## src/rtl/delay_sum_beam_response_core_defines.svh

```systemverilog
// Assertion macros shared by the beam response core.
`ifndef DELAY_SUM_BEAM_RESPONSE_CORE_DEFINES_SVH
`define DELAY_SUM_BEAM_RESPONSE_CORE_DEFINES_SVH

// Same-cycle implication, checked on rising clk outside reset.
`define DSBR_ASSERT_NOW(lbl, ante, cons, msg) \
  lbl: assert property (@(posedge clk) disable iff (!rst_n) (ante) |-> (cons)) else $error(msg);

// Next-cycle implication, checked on rising clk outside reset.
`define DSBR_ASSERT_NEXT(lbl, ante, cons, msg) \
  lbl: assert property (@(posedge clk) disable iff (!rst_n) (ante) |=> (cons)) else $error(msg);

`endif

```

## src/rtl/dsbr_ram.sv

```systemverilog
// Generic single-write, single-read RAM with registered read data.
module dsbr_ram #(
  parameter int WIDTH = 8,
  parameter int DEPTH = 16
) (
  input  logic                     clk,
  input  logic                     we,
  input  logic [$clog2(DEPTH)-1:0] waddr,
  input  logic [WIDTH-1:0]         wdata,
  input  logic [$clog2(DEPTH)-1:0] raddr,
  output logic [WIDTH-1:0]         rdata
);

  logic [WIDTH-1:0] mem [DEPTH];

  always_ff @(posedge clk) begin
    if (we) begin
      mem[waddr] <= wdata;
    end
    rdata <= mem[raddr];
  end

endmodule

```

## config.mk

```make
export PLATFORM = sky130hd
export DESIGN_NAME = dsbr_ram
export DESIGN_NICKNAME = d
export VERILOG_FILES = /design/src/rtl/delay_sum_beam_response_core_defines.svh /design/src/rtl/dsbr_ram.sv
export SDC_FILE = /design/constraint.sdc
export NUM_CORES = 1
export LEC_CHECK = 0
export BUFFER_PORTS_ARGS = -buffer_cell sky130_fd_sc_hd__buf_2
export CELL_PAD_IN_SITES_DETAIL_PLACEMENT = 0
export CELL_PAD_IN_SITES_GLOBAL_PLACEMENT = 1
export CORE_MARGIN = 4
export CORE_UTILIZATION = 35
export DETAILED_ROUTE_END_ITERATION = 12
export PLACE_DENSITY = 0.62
export SLEW_MARGIN = 10
export SYNTH_ARGS = -nofsm -noshare
export SYNTH_HDL_FRONTEND = slang
export SYNTH_SLANG_ARGS = --single-unit
export TNS_END_PERCENT = 20
```

## constraint.sdc

```tcl
create_clock -name clk -period 4.1 [get_ports clk]
set_clock_uncertainty 0.1 [all_clocks]
set_input_delay 0.41 -clock clk [delete_from_list [all_inputs] [get_ports clk]]
set_output_delay 0.41 -clock clk [all_outputs]
set_load 0.005 [all_outputs]
```

=== After elaboration in Yosys (flattened, before gate mapping) ===
Memories as Yosys holds them, arrays and structs flattened. A register that Yosys moved wholly into a read port is not among the register bits.
Cells that the tools add are included.
Widths: inputs -> output; s select.

* Multipliers: 0
* Divide/modulo/power cells: 0
* Order comparisons: 0
* Shift operators: 0
* $add $sub $neg: 0
* Equality and inequality tests: 0
* Muxes and demuxes: 2
* Bitwise operators: 0
* Reductions and logical operators: 0

{| class="wikitable"
|+ Operators by type and width
! cell !! count
|-
| $mux 1 || 2
|}

* Bits in latches: 0
* RAM bits: 128
* Memories kept: 1
* Bits in read-only memories: 0
* Register bits after elaboration: 0

{| class="wikitable"
|+ Memory list
! memory !! words !! width !! rd ports !! clocked after Yosys merged registers in !! write ports !! RTL line !! RTL
|-
| mem || 16 || 8 || 1 || 1 || 1 || dsbr_ram.sv:14 || <nowiki>logic [WIDTH-1:0] mem [DEPTH];</nowiki>
|}

=== Logic depth before layout (Yosys ltp) ===
* Depth in word-level cells: 2
* Gate-level depth with buffers: 5
* Depth with buffers taken out: 3

=== Worst setup path before layout ===
OpenSTA, ideal clock, no wires.

* Path kind: input -> register
* Start: in waddr[2]
* End: mem mem[0][0] (enable)
* Slack: 2.097 ns
* Required time: 3.617 ns
* Stages: 2
* Arrival: 1.520 ns
* Path buffers: 0
* Setup time: 0.383 ns
* Cell sequence: or3b_2 nor3_1

{| class="wikitable"
|+ RTL lines
! what !! RTL line !! RTL
|-
| from (decl) || dsbr_ram.sv:8 || <nowiki>input logic [$clog2(DEPTH)-1:0] waddr,</nowiki>
|-
| to (decl) || dsbr_ram.sv:14 ||
|}

Straight into the memory's write port.

==> impl_metrics.ini <==
[die]
dieArea_um2 = 16710
start_util_pct = 35.55
rows = 44
die_x_um = 129.3
ios = 26
die_y_um = 129.3
core-area_um2 = 14480

[sta]
period_share_pct = 50.55
relSlewSlack_pct = 29.62
tightest_slew_ps = 1052
report.final.slew_viol_count = 0
hold_ws_ps = 285.0
period_minus_slack_ps = 2072
timing.final.ws_setup_ps = 2028
hold_viol = 0
fin_tns_setup_ps = 0
setup_violations = 0
fmax_mhz = 482.5
rsz0062_at_grt = no

[power]
finalPower_w = 0.003228
cellPowerDensity_nw_per_um2 = 533.5
power.static_leakage_nw = 2.002
vdd_ir_drop_max_v = 0.0002780

[clocking]
post_cts_resized = 0
post_cts_buffers = 0
holdBufCountCts = 0
worstSkewPairLatency_ps = 410
clockBufferDepth = 2
cts_max_level = 4
cts_buffers = 17
cts_sinks = 136
cts_tree = done
cts-root-buf = clkbuf_16
path_clk_slew_ps = 60

[synthesis]
synth_area_leader_cell = edfxtp_1
syn-num-nets = 247
yosys.cell_types.count = 19
yosysSeqAreaShare_pct = 77.78
synth_warnings = 0
synth_area_per_cell_um2 = 22.48
ys_ff_latch = 136
netlist_top_cells_area = edfxtp_1 (75%), mux4_2 (7.9%), mux4_1 (7.1%)
yosysTopAreaCellShare_pct = 74.67
syn_inst = 229
syn_area_um2 = 5147

[grt]
antenna_found_initial = 0
grt_pass1_vias = 2396
grt_use_total_pct = 12.58
grt_pass1_wl_mm = 14.79
grt_max_degree = 33
overflow = 0

[final_layout]
most-common-layout-cells = edfxtp_1 (128), buf_2 (25), mux4_2 (18)
nFillCells = 1254
final_nets = 284
final_cells = 463
antenna_cells = 0
final_common_cell = edfxtp_1
multiInputGateArea_um2 = 1067
areaGrowthSynthToFinish_pct = 17.55
register_area_um2 = 4004
drive_above_1_share_pct = 27.60

[routing]
vias_per_cell = 5.058
routedWlPerCell_um = 21.36
routed_wl_mm = 9.888
drtIter0Drc = 226
drc_errors = 0
dr.pass1.iters = 4
vias = 2342
detail-route-antenna-nets = 0

[min_path]
min_path_type = in -> reg
hold_path_startpoint = wdata[5]

[place]
port_buffers = 25
gp_congestion = 0.6854
place_worst_setup_slack_ps = 1532
dp_hpwl_mm = 6.127
placedCellCount = 431

[setup_path]
required_ps = 4290
cp-end-kind = flop
worstPathMaxFanout = 20
startpoint = raddr[0]
cp_data_arrival_time_ps = 2260
worstReg2RegStart = mem[11][0]$_DFFE_PP_
cp-start-kind = primary input
path_class = in -> reg

[outcome]
outcome = finished, final reports clean

[job]
drv_cap = 0
[layout make-up]
type / count / area share, %
flip-flops and latches: 136 / 66.17
multi-input cells: 83 / 17.64
clock buffers: 24 / 7.961
well taps: 184 / 3.805
repair buffers: 28 / 2.440
clock inverters: 8 / 1.985
[cells by family after synthesis]
family / share of synthesized area [%]
AO/OA/AOI/OAI: 2.334
buffers and inverters: 1.677
flip-flops: 77.78
multiplexers: 15.02
AND/OR/NAND/NOR: 3.184
[flip-flops by register name, indices dropped and copies added, names as in the netlist]
name   flops
mem      128
rdata      8
[final timing paths]
check	end	slack, ps	cells past startpoint
worst min register to register	rdata[2]$_DFF_P_	560	3
worst max register to register	rdata[0]$_DFF_P_	2620	3
worst min-delay path	mem[13][5]$_DFFE_PP_	280	1
worst max-delay path	rdata[5]$_DFF_P_	2030	5
[metrics by stage]
stage               area (µm²)  utilization [%]
global route              6051            41.79
CTS                       6051            41.79
floorplan                 5147                -
global placement          5444            37.60
detailed placement        5449            37.63
finish                    6051            41.79
[per-layer routing]
layer / share of wire, % / track usage [%]
met3: 3.5 / 3.092
met5: 0 / 0
met1: 49 / 18.36
met4: 1.1 / 5.188
met2: 47 / 18.17
[worst max-delay path, cell delays in order]
cell and delay [ps]:
buf_2 490, buf_4 390, mux4_1 590, a22oi_1 280
nand2_1 80
[where the power goes]
| part | leakage [nW] | total (W) | internal (W) | switching (W) |
|---|---|---|---|---|
| logic | 0.488 | 0.000134 | 0.0000560 | 0.0000777 |
| clock network | 0.290 | 0.00153 | 0.00100 | 0.000528 |
| registers | 1.22 | 0.00156 | 0.00156 | 0.00000962 |
| total | 2.00 | 0.00323 | 0.00261 | 0.000615 |
[synthesized netlist by cell type]
library cell	number
mux4_2	18
nand2_1	9
dfxtp_1	8
mux4_1	14
and2b_1	1
nor2_1	13
nand3b_1	2
buf_6	3
nand3_1	1
buf_4	1
and2_1	1
edfxtp_1	128
or3b_2	1
clkdlybuf4s25_2	3
nand2b_1	2
nor3_1	4
buf_2	3
a22oi_1	16
nor2b_1	1
Power figures use the tool's default switching activity.
