### src/rtl/delay_sum_beam_response_core_defines.svh
// Assertion macros shared by the beam response core.
`ifndef DELAY_SUM_BEAM_RESPONSE_CORE_DEFINES_SVH
`define DELAY_SUM_BEAM_RESPONSE_CORE_DEFINES_SVH

// Same-cycle implication, checked on rising clk outside reset.
`define DSBR_ASSERT_NOW(lbl, ante, cons, msg) \
  lbl: assert property (@(posedge clk) disable iff (!rst_n) (ante) |-> (cons)) else $error(msg);

// Next-cycle implication, checked on rising clk outside reset.
`define DSBR_ASSERT_NEXT(lbl, ante, cons, msg) \
  lbl: assert property (@(posedge clk) disable iff (!rst_n) (ante) |=> (cons)) else $error(msg);

`endif

### src/rtl/dsbr_pkg.sv
// Package with widths, codes, CORDIC tables and shared types of the beam response core.
package dsbr_pkg;

  localparam int MAX_ELEMENTS = 16;
  localparam int IDX_W        = $clog2(MAX_ELEMENTS);
  localparam int CNT_W        = 5;
  localparam int FREQ_W       = 15;
  localparam int COORD_W      = 16;
  localparam int DELAY_W      = 24;
  localparam int LEVEL_W      = 16;
  localparam int CFG_IDX_W    = 1;

  localparam int CORDIC_STEPS = 16;
  localparam int ATAN_ENTRIES = 24;
  localparam int CORDIC_W     = 34;
  localparam logic [31:0] CORDIC_GAIN = 32'h26DD3B6A;
  localparam logic [8:0]  SOUND_SPEED = 9'd343;
  // floor(2^32 / 343)
  localparam logic [23:0] SOUND_RECIP = 24'd12521770;

  localparam logic OP_WRITE = 1'b0;
  localparam logic OP_EVAL  = 1'b1;

  localparam logic [CFG_IDX_W-1:0] REG_FREQ  = 1'b0;
  localparam logic [CFG_IDX_W-1:0] REG_COUNT = 1'b1;

  typedef struct packed {
    logic                        busy;
    logic signed [CORDIC_W-1:0]  cos_v;
    logic signed [CORDIC_W-1:0]  sin_v;
  } cor_stat_t;

  function automatic logic [31:0] atan_turns(input logic [4:0] i);
    logic [31:0] v;
    case (i)
      5'd0:    v = 32'h20000000;
      5'd1:    v = 32'h12E4051E;
      5'd2:    v = 32'h09FB385B;
      5'd3:    v = 32'h051111D4;
      5'd4:    v = 32'h028B0D43;
      5'd5:    v = 32'h0145D7E1;
      5'd6:    v = 32'h00A2F61E;
      5'd7:    v = 32'h00517C55;
      5'd8:    v = 32'h0028BE53;
      5'd9:    v = 32'h00145F2F;
      5'd10:   v = 32'h000A2F98;
      5'd11:   v = 32'h000517CC;
      5'd12:   v = 32'h00028BE6;
      5'd13:   v = 32'h000145F3;
      5'd14:   v = 32'h0000A2FA;
      5'd15:   v = 32'h0000517D;
      5'd16:   v = 32'h000028BE;
      5'd17:   v = 32'h0000145F;
      5'd18:   v = 32'h00000A30;
      5'd19:   v = 32'h00000518;
      5'd20:   v = 32'h0000028C;
      5'd21:   v = 32'h00000146;
      5'd22:   v = 32'h000000A3;
      5'd23:   v = 32'h00000051;
      default: v = 32'h00000000;
    endcase
    return v;
  endfunction

endpackage

### src/rtl/dsbr_cordic.sv
// Iterative CORDIC rotator: cosine and sine of a phase in turns, one step per cycle.
module dsbr_cordic (
  input  logic                  clk,
  input  logic                  rst_n,
  input  logic                  start,
  input  logic [31:0]           phase,
  output dsbr_pkg::cor_stat_t   stat
);
  import dsbr_pkg::*;

  localparam logic signed [CORDIC_W-1:0] QUARTER = CORDIC_W'(64'sd1073741824);
  localparam logic signed [CORDIC_W-1:0] HALF    = CORDIC_W'(64'sd2147483648);

  logic                       run_r;
  logic [4:0]                 cnt_r;
  logic                       flip_r;
  logic signed [CORDIC_W-1:0] x_r, y_r, z_r;
  logic signed [CORDIC_W-1:0] z0, sx, sy, ang;

  always_comb begin
    z0  = {{(CORDIC_W-32){phase[31]}}, phase};
    sx  = x_r >>> cnt_r;
    sy  = y_r >>> cnt_r;
    ang = {{(CORDIC_W-32){1'b0}}, atan_turns(cnt_r)};
  end

  always_ff @(posedge clk) begin
    if (!rst_n) begin
      run_r <= 1'b0;
      cnt_r <= '0;
    end else if (start) begin
      run_r <= 1'b1;
      cnt_r <= '0;
    end else if (run_r) begin
      if (cnt_r == 5'(CORDIC_STEPS - 1)) begin
        run_r <= 1'b0;
      end
      cnt_r <= cnt_r + 5'd1;
    end
  end

  always_ff @(posedge clk) begin
    if (start) begin
      x_r <= {{(CORDIC_W-32){1'b0}}, CORDIC_GAIN};
      y_r <= '0;
      // fold into a quarter turn either side of zero
      if (z0 > QUARTER) begin
        z_r    <= z0 - HALF;
        flip_r <= 1'b1;
      end else if (z0 < -QUARTER) begin
        z_r    <= z0 + HALF;
        flip_r <= 1'b1;
      end else begin
        z_r    <= z0;
        flip_r <= 1'b0;
      end
    end else if (run_r) begin
      if (!z_r[CORDIC_W-1]) begin
        x_r <= x_r - sy;
        y_r <= y_r + sx;
        z_r <= z_r - ang;
      end else begin
        x_r <= x_r + sy;
        y_r <= y_r - sx;
        z_r <= z_r + ang;
      end
    end
  end

  always_comb begin
    stat.busy  = run_r;
    stat.cos_v = flip_r ? -x_r : x_r;
    stat.sin_v = flip_r ? -y_r : y_r;
  end

endmodule

### config.mk
export PLATFORM = sky130hd
export DESIGN_NAME = dsbr_cordic
export DESIGN_NICKNAME = d
export VERILOG_FILES = /design/src/rtl/delay_sum_beam_response_core_defines.svh /design/src/rtl/dsbr_pkg.sv /design/src/rtl/dsbr_cordic.sv
export SDC_FILE = /design/constraint.sdc
export NUM_CORES = 1
export LEC_CHECK = 0
export BUFFER_PORTS_ARGS = -buffer_cell sky130_fd_sc_hd__buf_2
export CAP_MARGIN = 20
export CORE_MARGIN = 4
export CORE_UTILIZATION = 40
export CTS_CLUSTER_SIZE = 12
export DETAILED_ROUTE_END_ITERATION = 10
export GPL_ROUTABILITY_DRIVEN = 0
export PLACE_DENSITY_LB_ADDON = 0.3
export SYNTH_ARGS = -nofsm -noshare
export SYNTH_HDL_FRONTEND = slang
export SYNTH_SLANG_ARGS = --single-unit
### constraint.sdc
create_clock -name clk -period 7.3 [get_ports clk]
set_clock_uncertainty 0.05 [all_clocks]
set_input_delay 0.73 -clock clk [delete_from_list [all_inputs] [get_ports clk]]
set_output_delay 0.73 -clock clk [all_outputs]
set_load 0.05 [all_outputs]
After elaboration in Yosys (flattened, before gate mapping). Memories as Yosys holds them, arrays and structs flattened. A register that Yosys moved wholly into a read port is not among the register bits. Cells that the tools add are included.

Muxes and demuxes: 15. Order comparisons: 2. Eq/ne operators: 1. Shift-type cells: 2. Add/sub/neg operators: 11. Bitwise logic cells: 1. Reduce and logical (&&, ||, !) cells: 2.

Operator list (number): 34-bit two-way mux (9); 34-bit adder (2); 34-bit negation (2); 34-bit by 5-bit >>> shifter with 34-bit output (2); 34-bit subtractor (2); 32-bit by 33-bit adder with 34-bit output, second input constant (1); 34-bit by 33-bit adder with 34-bit output (1); 32-bit by 33-bit subtractor with 34-bit output, second input constant (1); 34-bit by 33-bit subtractor with 34-bit output (1); 32-bit greater-than comparator, second input constant (1); 32-bit by 31-bit < comparator with 1-bit output, second input constant (1); 5-bit two-way mux (2); 5-bit by 1-bit adder with 5-bit output, second input constant (1); 5-bit by 4-bit == test with 1-bit output, second input constant (1); 1-bit two-way mux (4); 2-bit nonzero test (1); 2-bit OR reduction (1); 1-bit NOT (1).

Memories kept: 1. Logic and storage cells: 41. Bits in read-only memories: 960. Flip-flop bits (word level): 109.

Memory list: (no name shown) (depth 32, width 30, rd ports 1, clocked after Yosys merged registers in 1, wr ports 0, line dsbr_pkg.sv:35) `case (i)`.

Depth between registers and ports, before layout.
Word-level depth: 4. Mapped depth: 28.

Least setup slack after synthesis. Ideal clock, no wire load.

Path type: flip-flop to flip-flop. Start: register cnt_r[0]. End: register x_r[33]. Clock period less this slack: 5.489 ns. Setup time: 0.116 ns. Data arrival time: 5.323 ns. Slack: 1.811 ns. Data required time: 7.134 ns. Stages on the path, launching flop included: 26. Path buffers: 3. Path through: dfxtp_1 > buf_4 > buf_6 > buf_8 > nor2_1 > mux2_2 > mux4_2 > mux2i_1 > nand2_1 > nor4_4 > and2_1 > and3_1 > and3_1 > o22ai_1 > a31o_1 > ha_1 > and3_1 > nand2_1 > or2_2 > o21bai_1 > a21oi_1 > a211oi_1 > a31oi_1 > xnor2_1 > a211oi_1 > a31o_1.

Cells in the longest elaborated chain, start to end: 3.

RTL lines: from (decl) (line dsbr_cordic.sv:15) `logic [4:0] cnt_r;`; from (signal assigned) (line dsbr_cordic.sv:38) `cnt_r <= cnt_r + 5'd1;`; 34-bit by 5-bit >>> shifter with 34-bit output (*) (line dsbr_cordic.sv:23) `sy = y_r >>> cnt_r;`; 34-bit subtractor / 34-bit adder (equally long branches) (line dsbr_cordic.sv:59, dsbr_cordic.sv:63); 34-bit two-way mux (*) (line dsbr_cordic.sv:58) `if (!z_r[CORDIC_W-1]) begin`; to (signal assigned) (line dsbr_cordic.sv:44) `x_r <= {{(CORDIC_W-32){1'b0}}, CORDIC_GAIN};`; to (signal assigned) (line dsbr_cordic.sv:59) `x_r <= x_r - sy;`; to (signal assigned) (line dsbr_cordic.sv:63) `x_r <= x_r + sy;`; to (decl) (line dsbr_cordic.sv:17) `logic signed [CORDIC_W-1:0] x_r, y_r, z_r;`.

Mark *: on every way between the ends. The rest lies on a longest branch, timed or not. A chain may end at the register's enable or synchronous reset.

Worst setup path in the final report.
Start: register cnt_r[1]. End: register x_r[33].

The elaborated chain is that of the path after synthesis.

==> impl_metrics.toml <==
[global_route]
grt_pass1_wl_um = 95510
grt_pass1_vias = 17260
grt_max_degree = 69
grt_antenna_before_repair = 1
grt_overflow = 0
grt_use_total_pct = 23.37

[power]
p_total_mw = 10.61
powerDensity_nw_per_um2 = 522.1
leakagePower_nw = 8.220
vdd_drop_max_mv = 0.2303

[die]
rows = 79
die_h_um = 226.3
start_util_pct = 40.67
io_pins = 104
die_w_um = 226.3
core_area_um2 = 46850
die_area_um2 = 51200

[timing]
final_max_slew_viol_count = 0
setup_viol = 0
finalHoldViolations = 0
min_period_over_period_pct = 91.08
timing.fmax_mhz = 150.4
slew_headroom_pct = 24.47
fin_hold_ws_ns = 0.4294
rsz0062_at_grt = "no"
tns_ns = 0
fin_crit_ns = 6.649
setup_ws_ns = 0.6513
worst_pin_slew_ns = 1.132

[routing]
finalWirelength_um = 60280
vias_per_cell = 6.211
wl_per_cell_um = 20.66
drc = 0
ant_nets = 0
dr.pass1.iters = 5
initialDrtViolationCount = 1798
vias = 18120

[finish]
seq_area_um2 = 3148
syn2layout_area_growth_pct = 6.645
antenna_cells = 0
fin_cells = 2918
final_area_um2 = 20320
final_common_cell = "nand2_1"
final_cell_mix = "nand2_1 (214), nor2_1 (200), a21oi_1 (176)"
multi_input_area_um2 = 14750
fin_nets = 2449
drive_above_1_share_pct = 15.32
nFillCells = 4664
final_util_pct = 43.37

[cts]
clock_path_buffers = 2
clock_latency_ns = 0.51
h-tree-depth = 4
cts-root-buf = "clkbuf_16"
clock-sinks = 139
numCtsBuffers = 17
cts_setup_buffers = 0
cts_tree = "built"
hold_buffers = 0
clk_pin_slew_ns = 0.07
ctsResizeCount = 0

[flow_run]
drv_cap = 0

[critical_path]
worstSetupPathType = "register to register"
start_kind = "register"
required_ns = 7.65
cp_max_fo = 36
critPathArrivalTime_ns = 7.00
crit_path_end_kind = "register"

[synth]
avgSynthCellArea_um2 = 8.224
yosysWarnings = 0
synthCells = 2317
seq_area_frac_synth_pct = 16.44
ys.flop_type = "dfxtp_1"
syn_area_um2 = 19060
async_reset_ff_share_pct = 0
synth-edff-count = 35
ys_seq_elements = 139
yosysUniqueCellTypes = 116
syn_nets = 2468

[place]
placed_cells = 2886
dp_hpwl_um = 45680
preCtsSetupSlack_ns = 0.7915
portBuffers = 103
dpl_cell_area_um2 = 19690

[hold_path]
worstHoldPathType = "input pin to register"

[status]
status = "completed"
-- flip-flops by register name (all words and copies together), names as in the netlist --
| name | count |
|---|---|
| ang | 30 |
| cnt_r | 5 |
| flip_r | 1 |
| run_r | 1 |
| x_r | 34 |
| y_r | 34 |
| z_r | 34 |
-- worst max-delay path: stages, from the launching register on --
cell and delay, ns:
dfxtp_4 0.69, buf_4 0.41, mux4_1 0.65, mux2i_1 0.24, o22ai_1 0.14, nor3_2 0.27
nand3_1 0.24, nor4_4 0.38, and2_1 0.23, and3_1 0.27, and3_1 0.20, o22ai_1 0.09
a31o_1 0.25, ha_1 0.34, and3_1 0.20, nand2_1 0.09, or2_2 0.28, o21bai_1 0.34
a21oi_1 0.15, a211oi_1 0.36, a31oi_1 0.15, xnor2_1 0.19, a211oi_1 0.10, a31o_1 0.21
-- power breakdown --
group          leakage (nW)  switching [mW]  internal [mW]  total (mW)
sequential             1.21           0.543           1.06        1.60
combinational          6.69            4.77           3.29        8.05
clock                 0.313           0.437          0.516       0.953
-- final timing paths --
check | from | end | slack, ns | cells after the start
setup / recovery | cnt_r[1] | x_r[33] | 0.65 | 23
hold / removal | rst_n | run_r | 0.43 | 2
setup reg to reg | cnt_r[1] | x_r[33] | 0.65 | 23
hold reg to reg | y_r[0] | y_r[0] | 0.52 | 2
-- cells by family after synthesis --
| group | after synthesis | share of synthesized area, % |
|---|---|---|
| AND/OR/NAND/NOR | 699 | 17.98 |
| AO/OA/AOI/OAI | 661 | 22.65 |
| buffers and inverters | 238 | 6.152 |
| XOR/XNOR | 234 | 10.76 |
| multiplexers | 230 | 18.29 |
| flip-flops | 139 | 16.44 |
| adder cells (fa/ha/maj) | 116 | 7.735 |
-- layout make-up --
cell class / instances / area share [%]
Multi-Input combinational cell: 1940 / 72.58
Clock buffer: 20 / 2.463
Inverter: 60 / 1.108
Clock inverter: 12 / 0.6403
Tap cell: 607 / 3.737
Timing Repair Buffer: 140 / 3.977
Sequential cell: 139 / 15.49
-- Yosys cell counts (43+ instances only) --
library cell  instances  area [µm²]
clkbuf_1             96       360.4
o21ai_0             162       810.8
nor2_1              200       750.7
a21oi_1             176       880.8
mux2i_1              99       991.0
a21o_1               59       442.9
xnor2_1             142        1244
dfxtp_1             104        2082
nor3_1               43       215.2
xor2_1               92       805.8
ha_1                113        1414
nand2_1             214       803.3
mux4_2               79        1779
inv_1                56       210.2
-- metal layers --
metal / share of wire [%] / up-vias / track usage (%) / wire [µm]
li1: - / 8521 / - / -
met1: 41 / 8584 / 30.38 / 24980
met2: 46 / 852 / 37.41 / 27720
met3: 8.0 / 164 / 4.635 / 4818
met4: 4.6 / 2 / 11.17 / 2750
met5: 0.022 / - / 0 / 13
Power figures use the tool's default switching activity.
